**src/rtl/lphm_pkg.sv**
```systemverilog
// Shared types and constants of the linear probing hash map.
// Request and reply codes, field widths and stream packing offsets.
// No dependencies.
`default_nettype none

package lphm_pkg;

  // Field widths of a request and a reply
  localparam int ACTION_W = 2;
  localparam int KEY_W    = 31;
  localparam int VALUE_W  = 32;
  localparam int STATUS_W = 2;
  localparam int TOTAL_W  = 11;

  // Request stream packing: action, key, value from bit 0 up, padded to bytes
  localparam int IN_ACT_LSB  = 0;
  localparam int IN_KEY_LSB  = IN_ACT_LSB + ACTION_W;
  localparam int IN_VAL_LSB  = IN_KEY_LSB + KEY_W;
  localparam int IN_DATA_W   = ((IN_VAL_LSB + VALUE_W + 7) / 8) * 8;

  // Reply stream packing: status, found_value, entry_total from bit 0 up
  localparam int OUT_ST_LSB  = 0;
  localparam int OUT_VAL_LSB = OUT_ST_LSB + STATUS_W;
  localparam int OUT_TOT_LSB = OUT_VAL_LSB + VALUE_W;
  localparam int OUT_DATA_W  = ((OUT_TOT_LSB + TOTAL_W + 7) / 8) * 8;

  typedef logic [ACTION_W-1:0] action_t;
  typedef logic [STATUS_W-1:0] status_t;
  typedef logic [KEY_W-1:0]    key_t;

  // Request actions
  localparam action_t ACT_INSERT = 2'd0;
  localparam action_t ACT_LOOKUP = 2'd1;
  localparam action_t ACT_DELETE = 2'd2;

  // Reply status codes
  localparam status_t ST_OK        = 2'd0;
  localparam status_t ST_NOT_FOUND = 2'd1;
  localparam status_t ST_FULL      = 2'd2;

endpackage

`default_nettype wire

```
**src/rtl/lphm_home.sv**
```systemverilog
// Home slot unit: key modulo CAPACITY.
// Power-of-two capacity takes the low key bits; any other capacity runs a
// reciprocal multiply with one correction step.
// Uses lphm_pkg.
`default_nettype none

module lphm_home
  import lphm_pkg::*;
#(
  parameter int CAPACITY = 1024
) (
  input  wire logic                        clk,
  input  wire logic                        rst_n,
  input  wire logic                        start,
  input  wire key_t                        key,
  output logic                             done,
  output logic [$clog2(CAPACITY)-1:0]      home
);

  localparam int  IDX_W   = $clog2(CAPACITY);
  localparam bit  IS_POW2 = (CAPACITY & (CAPACITY - 1)) == 0;

  generate
    if (IS_POW2) begin : g_pow2
      logic             done_r;
      logic [IDX_W-1:0] home_r;

      // Take the low key bits
      always_ff @(posedge clk) begin
        if (!rst_n) begin
          done_r <= 1'b0;
        end else begin
          done_r <= start;
        end
        if (start) begin
          home_r <= key[IDX_W-1:0];
        end
      end

      assign done = done_r;
      assign home = home_r;
    end else begin : g_div
      // Reciprocal scaled by 2^SHIFT; the quotient estimate is low by at most one
      localparam int             SHIFT = KEY_W + IDX_W;
      localparam int             Q_W   = 32 - IDX_W;
      localparam int             PQ_W  = Q_W + IDX_W + 1;
      localparam logic [31:0]    RECIP = 32'((64'd1 << SHIFT) / 64'(CAPACITY));
      localparam logic [IDX_W:0] CAP   = (IDX_W + 1)'(CAPACITY);

      logic              v1_r;
      logic              v2_r;
      logic              done_r;
      key_t              key_r;
      logic [KEY_W+31:0] prod_r;
      key_t              qc_r;
      logic [IDX_W-1:0]  home_r;
      logic [Q_W-1:0]    quo;
      logic [PQ_W-1:0]   quo_cap;
      key_t              diff;
      logic [IDX_W:0]    rem_est;

      assign quo     = prod_r[KEY_W+31 : SHIFT];
      assign quo_cap = PQ_W'(quo) * PQ_W'(CAP);
      assign diff    = key_r - qc_r;
      assign rem_est = diff[IDX_W:0];

      // Multiply by the reciprocal, form quotient times capacity, correct once
      always_ff @(posedge clk) begin
        if (!rst_n) begin
          v1_r   <= 1'b0;
          v2_r   <= 1'b0;
          done_r <= 1'b0;
        end else begin
          v1_r   <= start;
          v2_r   <= v1_r;
          done_r <= v2_r;
        end
        if (start) begin
          key_r  <= key;
          prod_r <= (KEY_W + 32)'(key) * (KEY_W + 32)'(RECIP);
        end
        qc_r <= quo_cap[KEY_W-1:0];
        if (v2_r) begin
          home_r <= (rem_est >= CAP) ? IDX_W'(rem_est - CAP) : IDX_W'(rem_est);
        end
      end

      assign done = done_r;
      assign home = home_r;
    end
  endgenerate

endmodule

`default_nettype wire

```
**config.mk**
```make
export PLATFORM = sky130hd
export DESIGN_NAME = lphm_home
export DESIGN_NICKNAME = d
export VERILOG_FILES = /design/src/rtl/lphm_pkg.sv /design/src/rtl/lphm_home.sv
export SDC_FILE = /design/constraint.sdc
export NUM_CORES = 1
export LEC_CHECK = 0
export BUFFER_PORTS_ARGS = -buffer_cell sky130_fd_sc_hd__buf_4
export CAP_MARGIN = 10
export CORE_AREA = 5 5 42 44
export CTS_BUF_LIST = sky130_fd_sc_hd__clkbuf_4 sky130_fd_sc_hd__clkbuf_8
export DETAILED_ROUTE_END_ITERATION = 6
export DIE_AREA = 0 0 47 49
export PLACE_DENSITY = 0.73
export RECOVER_POWER = 25
export SLEW_MARGIN = 20
export SYNTH_ARGS = -nofsm -noshare
export SYNTH_HDL_FRONTEND = slang
export SYNTH_SLANG_ARGS = --single-unit
```
**constraint.sdc**
```tcl
create_clock -name clk -period 0.8 [get_ports clk]
set_input_delay 0.2 -clock clk [delete_from_list [all_inputs] [get_ports clk]]
set_output_delay 0.2 -clock clk [all_outputs]
set_load 0.01 [all_outputs]
```
==> results of run 1 <==
[power groups by stage]
stage / logic (W) / registers, W / clock network (W)
after CTS: 0.000154 / 0.000690 / 0.000412
final: 0.000163 / 0.000694 / 0.000397
after floorplan: 0.00000160 / 0.000724 / 0
after global routing: 0.000174 / 0.000699 / 0.000431
after detailed placement: 0.000143 / 0.000699 / 0
after global placement: 0.000142 / 0.000697 / 0
[what timing repair did]
item	in CTS	in global routing
endpoints found under the hold margin	0	0
resized for setup	5	7
setup endpoints to repair	11	11
[final cells by class]
| cell class | instances | area [µm²] | share of cell area [%] |
|---|---|---|---|
| sequential | 11 | 322 | 54.3 |
| timing repair buffer | 23 | 214 | 36.2 |
| clock buffer | 4 | 30.0 | 5.07 |
| tap | 16 | 20.0 | 3.38 |
| multi-input combinational | 1 | 6.26 | 1.06 |
[layout by cell type (no fill, tap or decap)]
master / netlist / final
buf_6: 0 / 11
and2_1: 1 / 1
edfxtp_1: 10 / 10
buf_4: 0 / 7
dfxtp_2: 0 / 1
clkbuf_4: 0 / 9
[layer usage]
layer / GRT usage, % / vias to the layer above
met4: 6.91 / 0
li1: - / 99
met5: 0 / -
met2: 8.82 / 14
met3: 3.32 / 0
met1: 6.70 / 89
[cell families (layout without fill, tap and decap cells)]
group         count (synthesis)  count (layout)  share of synthesized area (%)
flops                        11              11                           98.1
simple gates                  1               1                           1.92
buf+inv                       0              27                              0
[sequential cells by signal, indices dropped and copies added, names as in the netlist]
signal / flops
done: 1
home: 10
[per-stage QoR]
| stage | setup TNS (ns) | setup slack [ns] |
|---|---|---|
| after floorplan | 0 | 0.206 |
| after global placement | 0 | 0.107 |
| after detailed placement | 0 | 0.0970 |
| after CTS | -1.95 | -0.193 |
| after global routing | -2.16 | -0.220 |
| final | -1.80 | -0.177 |
[worst paths after layout]
check / start / to / slack (ns) / cells past startpoint
max: home[5] / home[5] / -0.18 / 1
min: key[9] / home[9] / 0.11 / 1
==> flow_metrics.py, run 1 <==
metrics = {
    "cells_and_area": {
        "stdcell_area_um2": 592,
        "nets": 74,
        "area_delta_synth_final_pct": 81.2,
        "diodes": 0,
        "fillers": 142,
        "fin_cells": 55,
        "drive_gt1_share_pct": 71.8,
        "final_util_pct": 42.2,
    },
    "global_route": {
        "grt_overflow": 0,
        "grt_use_total_pct": 6.58,
        "grt_max_degree": 12,
        "grt_pass1_vias": 235,
        "antenna_found_initial": 0,
        "grt_pass1_wl_um": 1000,
    },
    "yosys": {
        "synth_cell_types": 3,
        "synth_common_cells": "10 x edfxtp_1, 1 x and2_1, 1 x dfxtp_1",
        "synth.avg_cell_area_um2": 27.2,
        "syn_area_um2": 327,
        "yosysSeqAreaShare_pct": 98.1,
        "postSynth.asyncResetShare_pct": 0,
        "synthFlopType": "edfxtp_1",
        "yosys_warnings": 0,
        "synth_most_common_cell": "edfxtp_1",
        "synth_top_area_share_pct": 92.0,
        "synth_area_leaders": "edfxtp_1 92%, dfxtp_1 6.1%, and2_1 1.9%",
        "syn-num-nets": 46,
        "postSynthCellCount": 12,
        "synth_seq_cells": 11,
        "yosys.area.top_type": "edfxtp_1",
        "synth_enable_flop_cells": 10,
    },
    "placed_design": {
        "placed_area_um2": 519,
        "dp.cells": 51,
        "place_congestion": 0.599,
        "io_buffer_count": 23,
    },
    "power": {
        "power_switching_w": 0.000241,
        "swShare_pct": 19.2,
        "clockPowerShare_pct": 31.6,
        "peakVddDrop_uv": 942,
        "power-per-cell-area_mw_per_mm2": 2120,
        "pwr-share-seq_pct": 55.4,
        "power_w": 0.00125,
        "intPower_w": 0.00101,
        "leakagePower_nw": 0.251,
        "combPwrFrac_pct": 13.0,
    },
    "clock_tree": {
        "cts-root-buf": "clkbuf_4",
        "postCtsHoldBufs": 0,
        "clockBufferDepth": 2,
        "clkTransAtPathRegs_ns": 0.07,
        "tritoncts": "built",
        "postCtsSetupBuffers": 0,
        "cts_buffers": 3,
        "htree_levels": 1,
        "cts.sinks": 11,
    },
    "critical_path": {
        "path_max_fanout": 1,
        "path_class": "flop to primary output",
        "cp_slowest_stage_delay_ns": 0.38,
        "path_buf_inv": 1,
        "cpMaxStageDelayCell": "edfxtp_1",
        "arrival_ns": 0.78,
        "cp-start-kind": "flop",
        "crit_family": "flip-flops",
        "cp.required_ns": 0.60,
        "cp_cell_sequence": "buf_6",
        "endpoint_kind": "primary output",
    },
    "timing": {
        "hold_viol": 0,
        "finalSetupViolations": 11,
        "post-route-period-util_pct": 122,
        "drv_slew": 0,
        "timing.fmax_mhz": 1020,
        "layout_setup_ws_ns": -0.177,
        "tightestPinTransition_ns": 0.139,
        "timing.hold.ws_ns": 0.111,
        "period_minus_slack_ns": 0.977,
        "maxSlewHeadroom_pct": 90.7,
        "rsz0062_at_grt": "yes",
    },
    "route": {
        "drt_wl_total_um": 635,
        "wl_met1_um": 219,
        "wl_per_cell_um": 11.5,
        "top_layer_used": "met3",
        "viasPerCell": 3.67,
        "met3RoutedLength_um": 110,
        "route.met2.wl_um": 304,
        "drtIter0Drc": 2,
        "num_vias": 202,
        "antenna_left": 0,
        "drc": 0,
        "drt_first_pass_iters": 3,
    },
    "status": {
        "status": "finished with violations",
        "violations": "setup timing",
    },
    "run": {
        "maxCapViolations": 0,
    },
    "die": {
        "die_w_um": 47,
        "fp.dieH_um": 49,
        "initial_core_util_pct": 23.3,
        "ios": 45,
        "dieArea_mm2": 0.00230,
        "core_mm2": 0.00140,
        "rows": 14,
    },
    "min_path": {
        "hold_path.class": "input port to flop",
    },
}
Power figures use the tool's default switching activity.
==> run 2: changes to the inputs <==
- ABC_AREA: unset -> 1
==> flow_metrics.py, run 2 <==
metrics = {
    "route": {
        "drt_first_pass_iters": 2,
        "drt_wl_total_um": 715,
        "wl_per_cell_um": 12.8,
        "drtIter0Drc": 2,
        "num_vias": 208,
        "drc": 0,
        "viasPerCell": 3.71,
        "antenna_left": 0,
    },
    "critical_path": {
        "cpMaxStageDelayCell": "edfxtp_1",
        "path_class": "flop to primary output",
        "cp-start-kind": "flop",
        "cp.required_ns": 0.60,
        "endpoint_kind": "primary output",
        "crit_family": "flip-flops",
        "path_buf_inv": 1,
        "cp_slowest_stage_delay_ns": 0.40,
        "arrival_ns": 0.79,
        "cp_cell_sequence": "buf_6",
        "path_max_fanout": 1,
    },
    "die": {
        "core_mm2": 0.00140,
        "die_w_um": 47,
        "initial_core_util_pct": 23.4,
        "fp.dieH_um": 49,
        "rows": 14,
        "ios": 45,
        "dieArea_mm2": 0.00230,
    },
    "clock_tree": {
        "cts-root-buf": "clkbuf_4",
        "htree_levels": 1,
        "cts.sinks": 11,
        "tritoncts": "built",
        "clkTransAtPathRegs_ns": 0.06,
        "postCtsSetupBuffers": 0,
        "cts_buffers": 3,
        "post_cts_resized": 9,
        "postCtsHoldBufs": 0,
        "clockBufferDepth": 2,
    },
    "global_route": {
        "grt_pass1_wl_um": 1030,
        "grt_overflow": 0,
        "grt_max_degree": 12,
        "grt_pass1_vias": 237,
        "antenna_found_initial": 0,
        "grt_use_total_pct": 6.64,
    },
    "yosys": {
        "synth_enable_flop_cells": 10,
        "synth_seq_cells": 11,
        "yosysSeqAreaShare_pct": 97.7,
        "syn_area_um2": 328,
        "synth_top_area_share_pct": 91.6,
        "synth_common_cells": "10 x edfxtp_1, 1 x dfxtp_1, 1 x inv_1, 1 x nand2_1",
        "syn-num-nets": 47,
        "synthFlopType": "edfxtp_1",
        "synth_most_common_cell": "edfxtp_1",
        "yosys.area.top_type": "edfxtp_1",
        "postSynth.asyncResetShare_pct": 0,
        "yosys_warnings": 0,
        "synth.avg_cell_area_um2": 25.2,
        "postSynthCellCount": 13,
        "synth_area_leaders": "edfxtp_1 92%, dfxtp_1 6.1%, inv_1 1.1%, nand2_1 1.1%",
        "synth_cell_types": 4,
    },
    "cells_and_area": {
        "diodes": 0,
        "largest_reg_flops": 10,
        "final_util_pct": 42.1,
        "fin_cells": 56,
        "drive_gt1_share_pct": 70.0,
        "final_cell_mix": "10 x edfxtp_1, 10 x buf_6, 9 x clkbuf_4, 8 x buf_4",
        "nets": 75,
        "area_delta_synth_final_pct": 79.8,
    },
    "power": {
        "power-per-cell-area_mw_per_mm2": 2130,
        "leakagePower_nw": 0.257,
        "pwr-share-seq_pct": 55.5,
        "peakVddDrop_uv": 977,
        "power_w": 0.00125,
        "clockPowerShare_pct": 31.4,
        "combPwrFrac_pct": 13.0,
        "swShare_pct": 19.3,
        "intPower_w": 0.00101,
        "power_switching_w": 0.000242,
    },
    "placed_design": {
        "place_congestion": 0.634,
        "io_buffer_count": 23,
        "dp.cells": 52,
    },
    "timing": {
        "period_minus_slack_ns": 0.991,
        "hold_viol": 0,
        "maxSlewHeadroom_pct": 91.1,
        "tightestPinTransition_ns": 0.134,
        "layout_setup_ws_ns": -0.191,
        "drv_slew": 0,
        "rsz0062_at_grt": "yes",
        "finalSetupViolations": 11,
        "post-route-period-util_pct": 124,
        "timing.fmax_mhz": 1010,
    },
    "run": {
        "maxCapViolations": 0,
    },
    "min_path": {
        "hold_path.class": "input port to flop",
    },
    "status": {
        "status": "finished with violations",
        "violations": "setup timing",
    },
}
-- run 2: changes by cell type in the layout (fill, tap and decap cells not counted), sizes merged --
cell / delta
and2: -1
inv: +1
nand2: +1
-- run 2: path summary, 6_finish.rpt --
check	from	to	slack (ns)	cells past startpoint
worst min-delay path	key[9]	home[9]	0.11	1
worst max-delay path	home[7]	home[7]	-0.19	1
-- run 2: power groups by stage --
stage	Combinational, W	Sequential (W)	Clock (W)
floorplan	0.00000174	0.000724	0
global placement	0.000146	0.000699	0
detailed placement	0.000147	0.000702	0
CTS	0.000164	0.000696	0.000411
global route	0.000173	0.000700	0.000421
finish	0.000163	0.000696	0.000394
-- run 2: logic make-up after synthesis --
logic type    after synthesis  share of synthesized area (%)
buf+inv                     1                           1.14
flops                      11                           97.7
simple gates                1                           1.14
-- run 2: layout make-up --
class                      count  area (µm²)
fill                         135         812
tap                           16        20.0
multi-input combinational      1        3.75
inverter                       1        3.75
timing repair buffer          23         210
clock buffer                   4        30.0
sequential                    11         322
-- run 2: layer usage --
metal	part of all wire [%]	up-vias	GRT usage [%]
met4	0	0	4.15
met3	23	0	3.69
met5	0	-	0
met2	33	24	7.69
li1	-	103	-
met1	43	81	9.17
-- run 2: through the flow --
step	hold WS [ns]	setup slack (ns)	instance area (µm²)	TNS (ns)
after floorplan	0.293	0.206	328	0
after global placement	0.380	0.0889	520	0
after detailed placement	0.380	0.0730	520	0
after CTS	0.104	-0.219	582	-2.04
after global routing	0.112	-0.234	589	-2.17
final	0.115	-0.191	589	-1.84
==> run 3: changes to the inputs <==
- PLACE_DENSITY: 0.73 -> 0.75
- clock period: 0.8 -> 0.85 ns (I/O delays scaled with it)
==> flow_metrics.py, run 3 (synthesis gave the netlist of run 2 again) <==
metrics = {
    "timing": {
        "maxSlewHeadroom_pct": 91.1,
        "layout_setup_ws_ns": -0.156,
        "drv_slew": 0,
        "hold_viol": 0,
        "period_minus_slack_ns": 1.01,
        "post-route-period-util_pct": 118,
        "tightestPinTransition_ns": 0.134,
        "timing.fmax_mhz": 994,
        "rsz0062_at_grt": "yes",
        "finalSetupViolations": 11,
    },
    "placed_design": {
        "io_buffer_count": 23,
        "placed_area_um2": 520,
        "dp_slack_ns": 0.121,
        "place_congestion": 0.660,
    },
    "die": {
        "rows": 14,
        "die_w_um": 47,
        "core_mm2": 0.00140,
        "dieArea_mm2": 0.00230,
        "initial_core_util_pct": 23.4,
        "fp.dieH_um": 49,
        "ios": 45,
    },
    "cells_and_area": {
        "final_cell_mix": "11 x buf_6, 10 x edfxtp_1, 9 x clkbuf_4, 7 x buf_4",
        "stdcell_area_um2": 593,
        "nets": 75,
        "area_delta_synth_final_pct": 80.9,
        "diodes": 0,
        "drive_gt1_share_pct": 70.0,
        "final_common_cell": "buf_6",
        "largest_reg_flops": 10,
        "fillers": 140,
    },
    "clock_tree": {
        "cts_buffers": 3,
        "postCtsSetupBuffers": 0,
        "cts-root-buf": "clkbuf_4",
        "tritoncts": "built",
        "clockBufferDepth": 2,
        "cts.sinks": 11,
        "clkTransAtPathRegs_ns": 0.06,
        "postCtsHoldBufs": 0,
        "htree_levels": 1,
    },
    "critical_path": {
        "path_class": "flop to primary output",
        "endpoint_kind": "primary output",
        "cpMaxStageDelayCell": "edfxtp_1",
        "crit_family": "flip-flops",
        "arrival_ns": 0.79,
        "path_buf_inv": 1,
        "cp_slowest_stage_delay_ns": 0.40,
        "cp.required_ns": 0.64,
        "path_max_fanout": 1,
        "cp-start-kind": "flop",
        "cp_cell_sequence": "buf_6",
    },
    "route": {
        "drc": 0,
        "drt_wl_total_um": 714,
        "drtIter0Drc": 0,
        "viasPerCell": 3.93,
        "wl_per_cell_um": 12.8,
        "num_vias": 220,
        "antenna_left": 0,
        "drt_first_pass_iters": 1,
    },
    "global_route": {
        "grt_max_degree": 12,
        "grt_pass1_wl_um": 1100,
        "grt_use_total_pct": 7.14,
        "grt_pass1_vias": 249,
        "grt_overflow": 0,
        "antenna_found_initial": 0,
    },
    "status": {
        "status": "finished with violations",
        "violations": "setup timing",
    },
    "power": {
        "peakVddDrop_uv": 828,
        "leakagePower_nw": 0.258,
        "power-per-cell-area_mw_per_mm2": 1990,
    },
    "min_path": {
        "hold_path.class": "input port to flop",
    },
    "run": {
        "maxCapViolations": 0,
    },
}
run 3: report_power, final:
part	internal, W	switching [W]
logic	0.000103	0.0000534
registers	0.000637	0.0000193
clock network	0.000213	0.000154
total	0.000953	0.000227
run 3: path summary, 6_finish.rpt:
| kind | depth (start not counted) | startpoint | endpoint | slack, ns |
|---|---|---|---|---|
| max | 1 | home[5] | home[5] | -0.16 |
| min | 1 | key[2] | home[2] | 0.13 |
run 3: repair_timing:
item,in CTS,in global routing
endpoints found under the setup margin,11,11
pin swaps,0,0
gates cloned,0,0
resized for setup,10,2
run 3: area by class of cell:
type                       count  area (µm²)  area share (%)
multi-input combinational      1        3.75           0.633
tap                           16        20.0            3.38
timing repair buffer          23         214            36.1
inverter                       1        3.75           0.633
clock buffer                   4        30.0            5.06
sequential                    11         322            54.2
run 3: through the flow:
| step | power [W] | std cells | utilization (%) | hold slack (ns) | TNS, ns |
|---|---|---|---|---|---|
| 3_5_place_dp | 0.000800 | 52 | 37.1 | 0.393 | 0 |
| 4_1_cts | 0.00120 | 56 | 41.8 | 0.115 | -1.64 |
| 6_report | 0.00118 | 56 | 42.3 | 0.131 | -1.45 |
| 5_1_grt | 0.00124 | 56 | 42.3 | 0.110 | -1.92 |
| 3_3_place_gp | 0.000795 | 52 | 37.1 | 0.393 | 0 |
| 2_1_floorplan | 0.000683 | 13 | - | 0.306 | 0 |
run 3: routing by layer:
layer | global-route usage (%) | up-vias | part of all wire (%) | wire length, µm
met5 | 0 | - | 0 | 0
met4 | 5.53 | 0 | 0 | 0
met1 | 8.97 | 94 | 43 | 304
met3 | 5.90 | 0 | 23 | 164
li1 | - | 102 | - | -
met2 | 7.47 | 24 | 34 | 246
